$ cat config.mk
export PLATFORM = sky130hd
export DESIGN_NAME = omec_div
export DESIGN_NICKNAME = d
export VERILOG_FILES = /design/src/omec_pkg.sv /design/src/omec_div.sv
export SDC_FILE = /design/constraint.sdc
export NUM_CORES = 2
export LEC_CHECK = 0
export ABC_AREA = 1
export BUFFER_PORTS_ARGS = -buffer_cell sky130_fd_sc_hd__buf_2
export CAP_MARGIN = 10
export CORE_MARGIN = 4
export CORE_UTILIZATION = 40
export DETAILED_ROUTE_END_ITERATION = 10
export GPL_TIMING_DRIVEN = 0
export PLACE_DENSITY = 0.61
export RECOVER_POWER = 100
export SYNTH_ARGS = -nofsm -noshare
export SYNTH_HDL_FRONTEND = slang
export SYNTH_SLANG_ARGS = --single-unit
$ cat constraint.sdc
create_clock -name clk -period 33 [get_ports clk]
set_input_delay 3.3 -clock clk [delete_from_list [all_inputs] [get_ports clk]]
set_output_delay 3.3 -clock clk [all_outputs]
set_load 0.01 [all_outputs]
$ cat src/omec_pkg.sv
`timescale 1ns / 1ps
`default_nettype none
package omec_pkg;
	localparam int FRAC_BITS = 4;
	localparam int SIZE_W = 14;
	localparam int COORD_W = 28;
	localparam int SPAN_W = SIZE_W + FRAC_BITS;   // 18
	localparam int OFS_W = COORD_W + 2;           // doubled offset, signed
	localparam int MAG_W = OFS_W - 1;
	localparam int PROD_W = MAG_W + SPAN_W;
	localparam int NUM_W = PROD_W + 2;
	localparam int DEN_W = MAG_W + 1;
	localparam int Q_W = SPAN_W;
	localparam int EDGE_W = 3;
	localparam logic [SIZE_W:0] VIEW_MAX = 15'd8192;
	localparam logic [SIZE_W-1:0] WIDTH_RST = 14'd1920;
	localparam logic [SIZE_W-1:0] HEIGHT_RST = 14'd1080;

	localparam logic REG_WIDTH = 1'b0;
	localparam logic REG_HEIGHT = 1'b1;

	localparam logic [EDGE_W-1:0] EDGE_NONE = 3'd0;
	localparam logic [EDGE_W-1:0] EDGE_LEFT = 3'd1;
	localparam logic [EDGE_W-1:0] EDGE_RIGHT = 3'd2;
	localparam logic [EDGE_W-1:0] EDGE_TOP = 3'd3;
	localparam logic [EDGE_W-1:0] EDGE_BOTTOM = 3'd4;

	typedef struct packed {
		logic [Q_W-1:0] ox;
		logic [Q_W-1:0] oy;
		logic [EDGE_W-1:0] edge_hit;
		logic quot_x;
		logic quot_y;
	} side_t;
endpackage
`default_nettype wire

$ cat src/omec_div.sv
`timescale 1ns / 1ps
`default_nettype none
// Restoring divider, one quotient bit per stage, MSB first.
module omec_div (
	input  wire logic clk,
	input  wire logic arst_n,
	input  wire logic in_valid,
	output logic in_ready,
	input  wire logic [omec_pkg::NUM_W-1:0] num,
	input  wire logic [omec_pkg::DEN_W-1:0] den,
	input  wire omec_pkg::side_t side_in,
	output logic out_valid,
	input  wire logic out_ready,
	output logic [omec_pkg::Q_W-1:0] quot,
	output omec_pkg::side_t side_out
);
	localparam int N = omec_pkg::Q_W;
	localparam int NW = omec_pkg::NUM_W;
	localparam int DW = omec_pkg::DEN_W;

	logic [N-1:0] v_q;
	logic [N:0] en;
	logic [NW-1:0] rem_q [N];
	logic [DW-1:0] den_q [N];
	logic [N-1:0] quot_q [N];
	omec_pkg::side_t side_q [N];

	assign en[N] = out_ready;
	assign in_ready = en[0];

	for (genvar i = 0; i < N; i++) begin : g_stage
		logic [NW-1:0] r_in;
		logic [DW-1:0] d_in;
		logic [N-1:0] q_in;
		omec_pkg::side_t s_in;
		logic v_in;
		logic [NW-1:0] trial;
		logic ge;

		if (i == 0) begin : g_first
			assign r_in = num;
			assign d_in = den;
			assign q_in = '0;
			assign s_in = side_in;
			assign v_in = in_valid;
		end else begin : g_next
			assign r_in = rem_q[i-1];
			assign d_in = den_q[i-1];
			assign q_in = quot_q[i-1];
			assign s_in = side_q[i-1];
			assign v_in = v_q[i-1];
		end

		assign en[i] = !v_q[i] || en[i+1];
		assign trial = {{(NW-DW){1'b0}}, d_in} << (N - 1 - i);
		assign ge = r_in >= trial;

		always_ff @(posedge clk or negedge arst_n) begin
			if (!arst_n) begin
				v_q[i] <= 1'b0;
			end else if (en[i]) begin
				v_q[i] <= v_in;
			end
		end

		always_ff @(posedge clk) begin
			if (en[i]) begin
				rem_q[i] <= ge ? r_in - trial : r_in;
				den_q[i] <= d_in;
				quot_q[i] <= q_in | ({{(N-1){1'b0}}, ge} << (N - 1 - i));
				side_q[i] <= s_in;
			end
		end
	end

	assign out_valid = v_q[N-1];
	assign quot = quot_q[N-1];
	assign side_out = side_q[N-1];
endmodule
`default_nettype wire
==> results.json <==
{
  "dieArea_um2": 304000,
  "swShare": 0.435,
  "grt_max_degree": 92,
  "worstSetupStartpointType": "primary input",
  "synth-simple-area-share": 0.184,
  "syn-cell-area_um2": 118000,
  "grt.overflow.total": 0,
  "rrSetupSlack_ns": 17.96,
  "hold_buffers": 0,
  "grt_pass1_vias": 82000,
  "clkPwrFrac": 0.187,
  "cts_buffers": 241,
  "finalCriticalPeriod_ns": 17.22,
  "peakVddDrop_mv": 0.0581,
  "antenna_found_initial": 29,
  "dp_hpwl_mm": 308,
  "crit_start": "out_ready",
  "maxSlewViolCount": 1838,
  "yosysSeqAreaShare": 0.576,
  "synth_nets": 12800,
  "clkLatencyLatePin_ns": 0.92,
  "core_region_area_um2": 294000,
  "rows": 199,
  "cts_num_sinks": 2270,
  "period_share": 0.522,
  "rr_endpoint": "side_q[10][40]$_DFFE_PP_",
  "synth_fa_ha_area_frac": 0.0601,
  "violations": "max-capacitance violations, max-slew violations",
  "syn_to_final_growth_pct": 11.4,
  "netlist_instances": 12200,
  "fillers": 28500,
  "p_per_area_nw_per_um2": 111,
  "leakage_uw": 0.0532,
  "ant_nets": 0,
  "fp.dieW_um": 551,
  "clock_skew_ns": 0.0657,
  "synth_seq_cells": 2270,
  "synthMuxAreaShare": 0,
  "synth_compound_area_frac": 0.0880,
  "fmax_ghz": 0.0581,
  "yosys_warnings": 0,
  "ctsResizeCount": 0,
  "nets": 13300,
  "p_sw_uw": 6380,
  "maxCapViolCount": 34,
  "synth_area_leaders": "edfxtp_1, nand2_1, ha_1",
  "run_status": "finished with violations",
  "drtIter0Drc": 8690,
  "drcViolationCount": 0,
  "synth_cell_types": 61,
  "crit_end": "side_q[10][40]$_DFFE_PP_",
  "worstMarginPinSlew_ns": 5.28,
  "clock-root-buffer": "clkbuf_16",
  "vias": 87100,
  "cts_setup_buffers": 0,
  "cts_tree": "done",
  "place_congestion": 0.982,
  "arrival_ns": 17.08,
  "fin_setup_tns_ns": 0,
  "port_buffers": 184,
  "drt_wl_total_mm": 377,
  "avgRoutedWirePerCell_um": 22.5,
  "required_ns": 32.85,
  "synth_top_family_by_area": "simple AND/OR/NAND/NOR gates",
  "end_kind": "register",
  "dr.pass1.iters": 8,
  "internal_power_uw": 8280,
  "r2r_cells": 9,
  "grt_pass1_wl_mm": 546,
  "synth_area_per_cell_um2": 9.72,
  "initial_core_util": 0.402,
  "vias_per_cell": 5.19,
  "min_path_type": "register to register",
  "seqPwrFrac": 0.367,
  "yosysTopAreaCellShare": 0.572,
  "reg2reg_from": "out_valid$_DFFE_PN0P_",
  "crit_type": "primary input to register",
  "cts-htree-levels": 4,
  "maxSlewHeadroom": -2.52,
  "crit_fanout": 78,
  "boundaryPins": 185,
  "yosys.area.top_type": "edfxtp_1",
  "hold_viol": 0,
  "final_core_util": 0.448,
  "die_y_um": 551,
  "whs_ns": 0.382,
  "clk_pin_slew_ns": 0.06,
  "rsz0062_at_grt": "no",
  "clockBufferDepth": 4,
  "synth_top_flop_cell": "edfxtp_1",
  "synth_xor_area_frac": 0.0310,
  "p_comb_frac": 0.446,
  "drive_above_1_share": 0.0502,
  "finalSetupViolations": 0,
  "synth_enable_flop_cells": 2252,
  "gr-usage-all-layers": 0.242,
  "async_flop_share": 0.00793
}
==> registers in the layout (all words and copies together) (netlist names) <==
| name | flops |
|---|---|
| rem_q | 833 |
| side_q | 738 |
| den_q | 510 |
| quot_q | 171 |
| g_stage.v_in | 17 |
| out_valid | 1 |
==> cell usage in the layout, fill, tap and decap left out, types with 103 or more instances in the layout <==
cell,netlist,layout
o21ai_0,652,697
a21oi_1,740,751
xor2_1,189,189
nand2_1,2834,2845
xnor2_1,229,229
or2_2,103,103
nor3_1,138,139
nand3_1,508,517
inv_1,1688,1694
nor2_1,1300,1303
nand4_1,132,135
ha_1,540,540
edfxtp_1,2252,2252
clkbuf_1,13,288
clkbuf_16,0,242
==> synthesized netlist by cell type (13+ instances only) <==
cell type,count
a21boi_0,41
a21o_1,82
a21oi_1,740
a21oi_2,22
a31oi_1,98
and3_1,13
buf_2,59
buf_4,16
buf_6,27
clkbuf_1,13
dfrtp_1,18
edfxtp_1,2252
fa_1,17
ha_1,540
inv_1,1688
inv_2,17
nand2_1,2834
nand2_2,17
nand3_1,508
nand3b_1,51
nand4_1,132
nor2_1,1300
nor3_1,138
nor4_1,75
o211ai_1,27
o21a_1,34
o21ai_0,652
o21ai_1,56
o21ai_2,28
o21bai_1,57
or2_2,103
xnor2_1,229
xor2_1,189
==> cell type report <==
class                           instances  area, µm²  area share
Tap cell                             3919       4900      0.0373
Sequential cell                      2270      68100       0.517
Buffer                                116        492     0.00374
Antenna cell                           11       27.5    0.000209
Timing Repair Buffer                  236        986     0.00749
Multi-Input combinational cell       8065      42700       0.324
Inverter                             1707       6420      0.0488
Clock buffer                          281       6250      0.0475
Clock inverter                        168       1820      0.0138
==> power by group through the flow <==
stage | combinational [µW] | clock, µW | sequential (µW)
finish | 6540 | 2750 | 5380
global route | 7210 | 2950 | 5460
CTS | 6520 | 2830 | 5350
detailed placement | 6480 | 0 | 5390
global placement | 6440 | 0 | 5500
floorplan | 4430 | 0 | 4990
==> how the worst min path moves through the flow <==
| stage | end | cells past startpoint | startpoint | slack (ns) |
|---|---|---|---|---|
| after floorplan | quot_q[10][10]$_DFFE_PP_ | 0 | quot_q[9][10]$_DFFE_PP_ | 0.40 |
| final | side_q[1][4]$_DFFE_PP_ | 0 | side_q[0][4]$_DFFE_PP_ | 0.38 |
| after detailed placement | quot_q[10][11]$_DFFE_PP_ | 0 | quot_q[9][11]$_DFFE_PP_ | 0.40 |
| after global routing | side_q[6][1]$_DFFE_PP_ | 0 | side_q[5][1]$_DFFE_PP_ | 0.40 |
| after CTS | side_q[1][4]$_DFFE_PP_ | 0 | side_q[0][4]$_DFFE_PP_ | 0.37 |
| after global placement | side_q[15][37]$_DFFE_PP_ | 0 | side_q[14][37]$_DFFE_PP_ | 0.40 |
==> stage by stage <==
stage                     instances  area, µm²  total power, µW  setup WS (ns)
final                         16800     132000            14700          15.78
after global placement        16300     124000            11900          -8.76
after floorplan               12200     118000             9420           7.37
after CTS                     16800     133000            14700          19.67
after global routing          16800     132000            15600          14.37
after detailed placement      16300     125000            11900          19.70
==> logic make-up (layout without fill, tap and decap cells) <==
group	after synthesis	in the layout
flip-flops	2270	2270
adder cells (fa/ha/maj)	557	557
AO/OA/AOI/OAI	1868	1868
AND/OR/NAND/NOR	5222	5222
other	0	11
buffers and inverters	1823	2508
XOR/XNOR	418	418
==> layer usage <==
metal | vias to the layer above | wire, µm | global-route usage
met4 | 6 | 10700 | 0.0588
met3 | 469 | 28000 | 0.0404
met2 | 2957 | 167000 | 0.379
li1 | 42200 | - | -
met1 | 41400 | 172000 | 0.352
met5 | - | 46 | 0
==> worst max-delay path, cell delays in order <==
cell and delay (ns):
buf_2 0.09, inv_1 0.06, nand3_1 1.33, nor2_1 0.64
nand4_1 0.63, nor2_1 0.39, clkinvlp_2 2.48, clkbuf_1 2.27
nor2_1 0.83, clkinvlp_2 2.37, clkbuf_1 2.34
No activity file was read; power rests on OpenSTA's default activity.
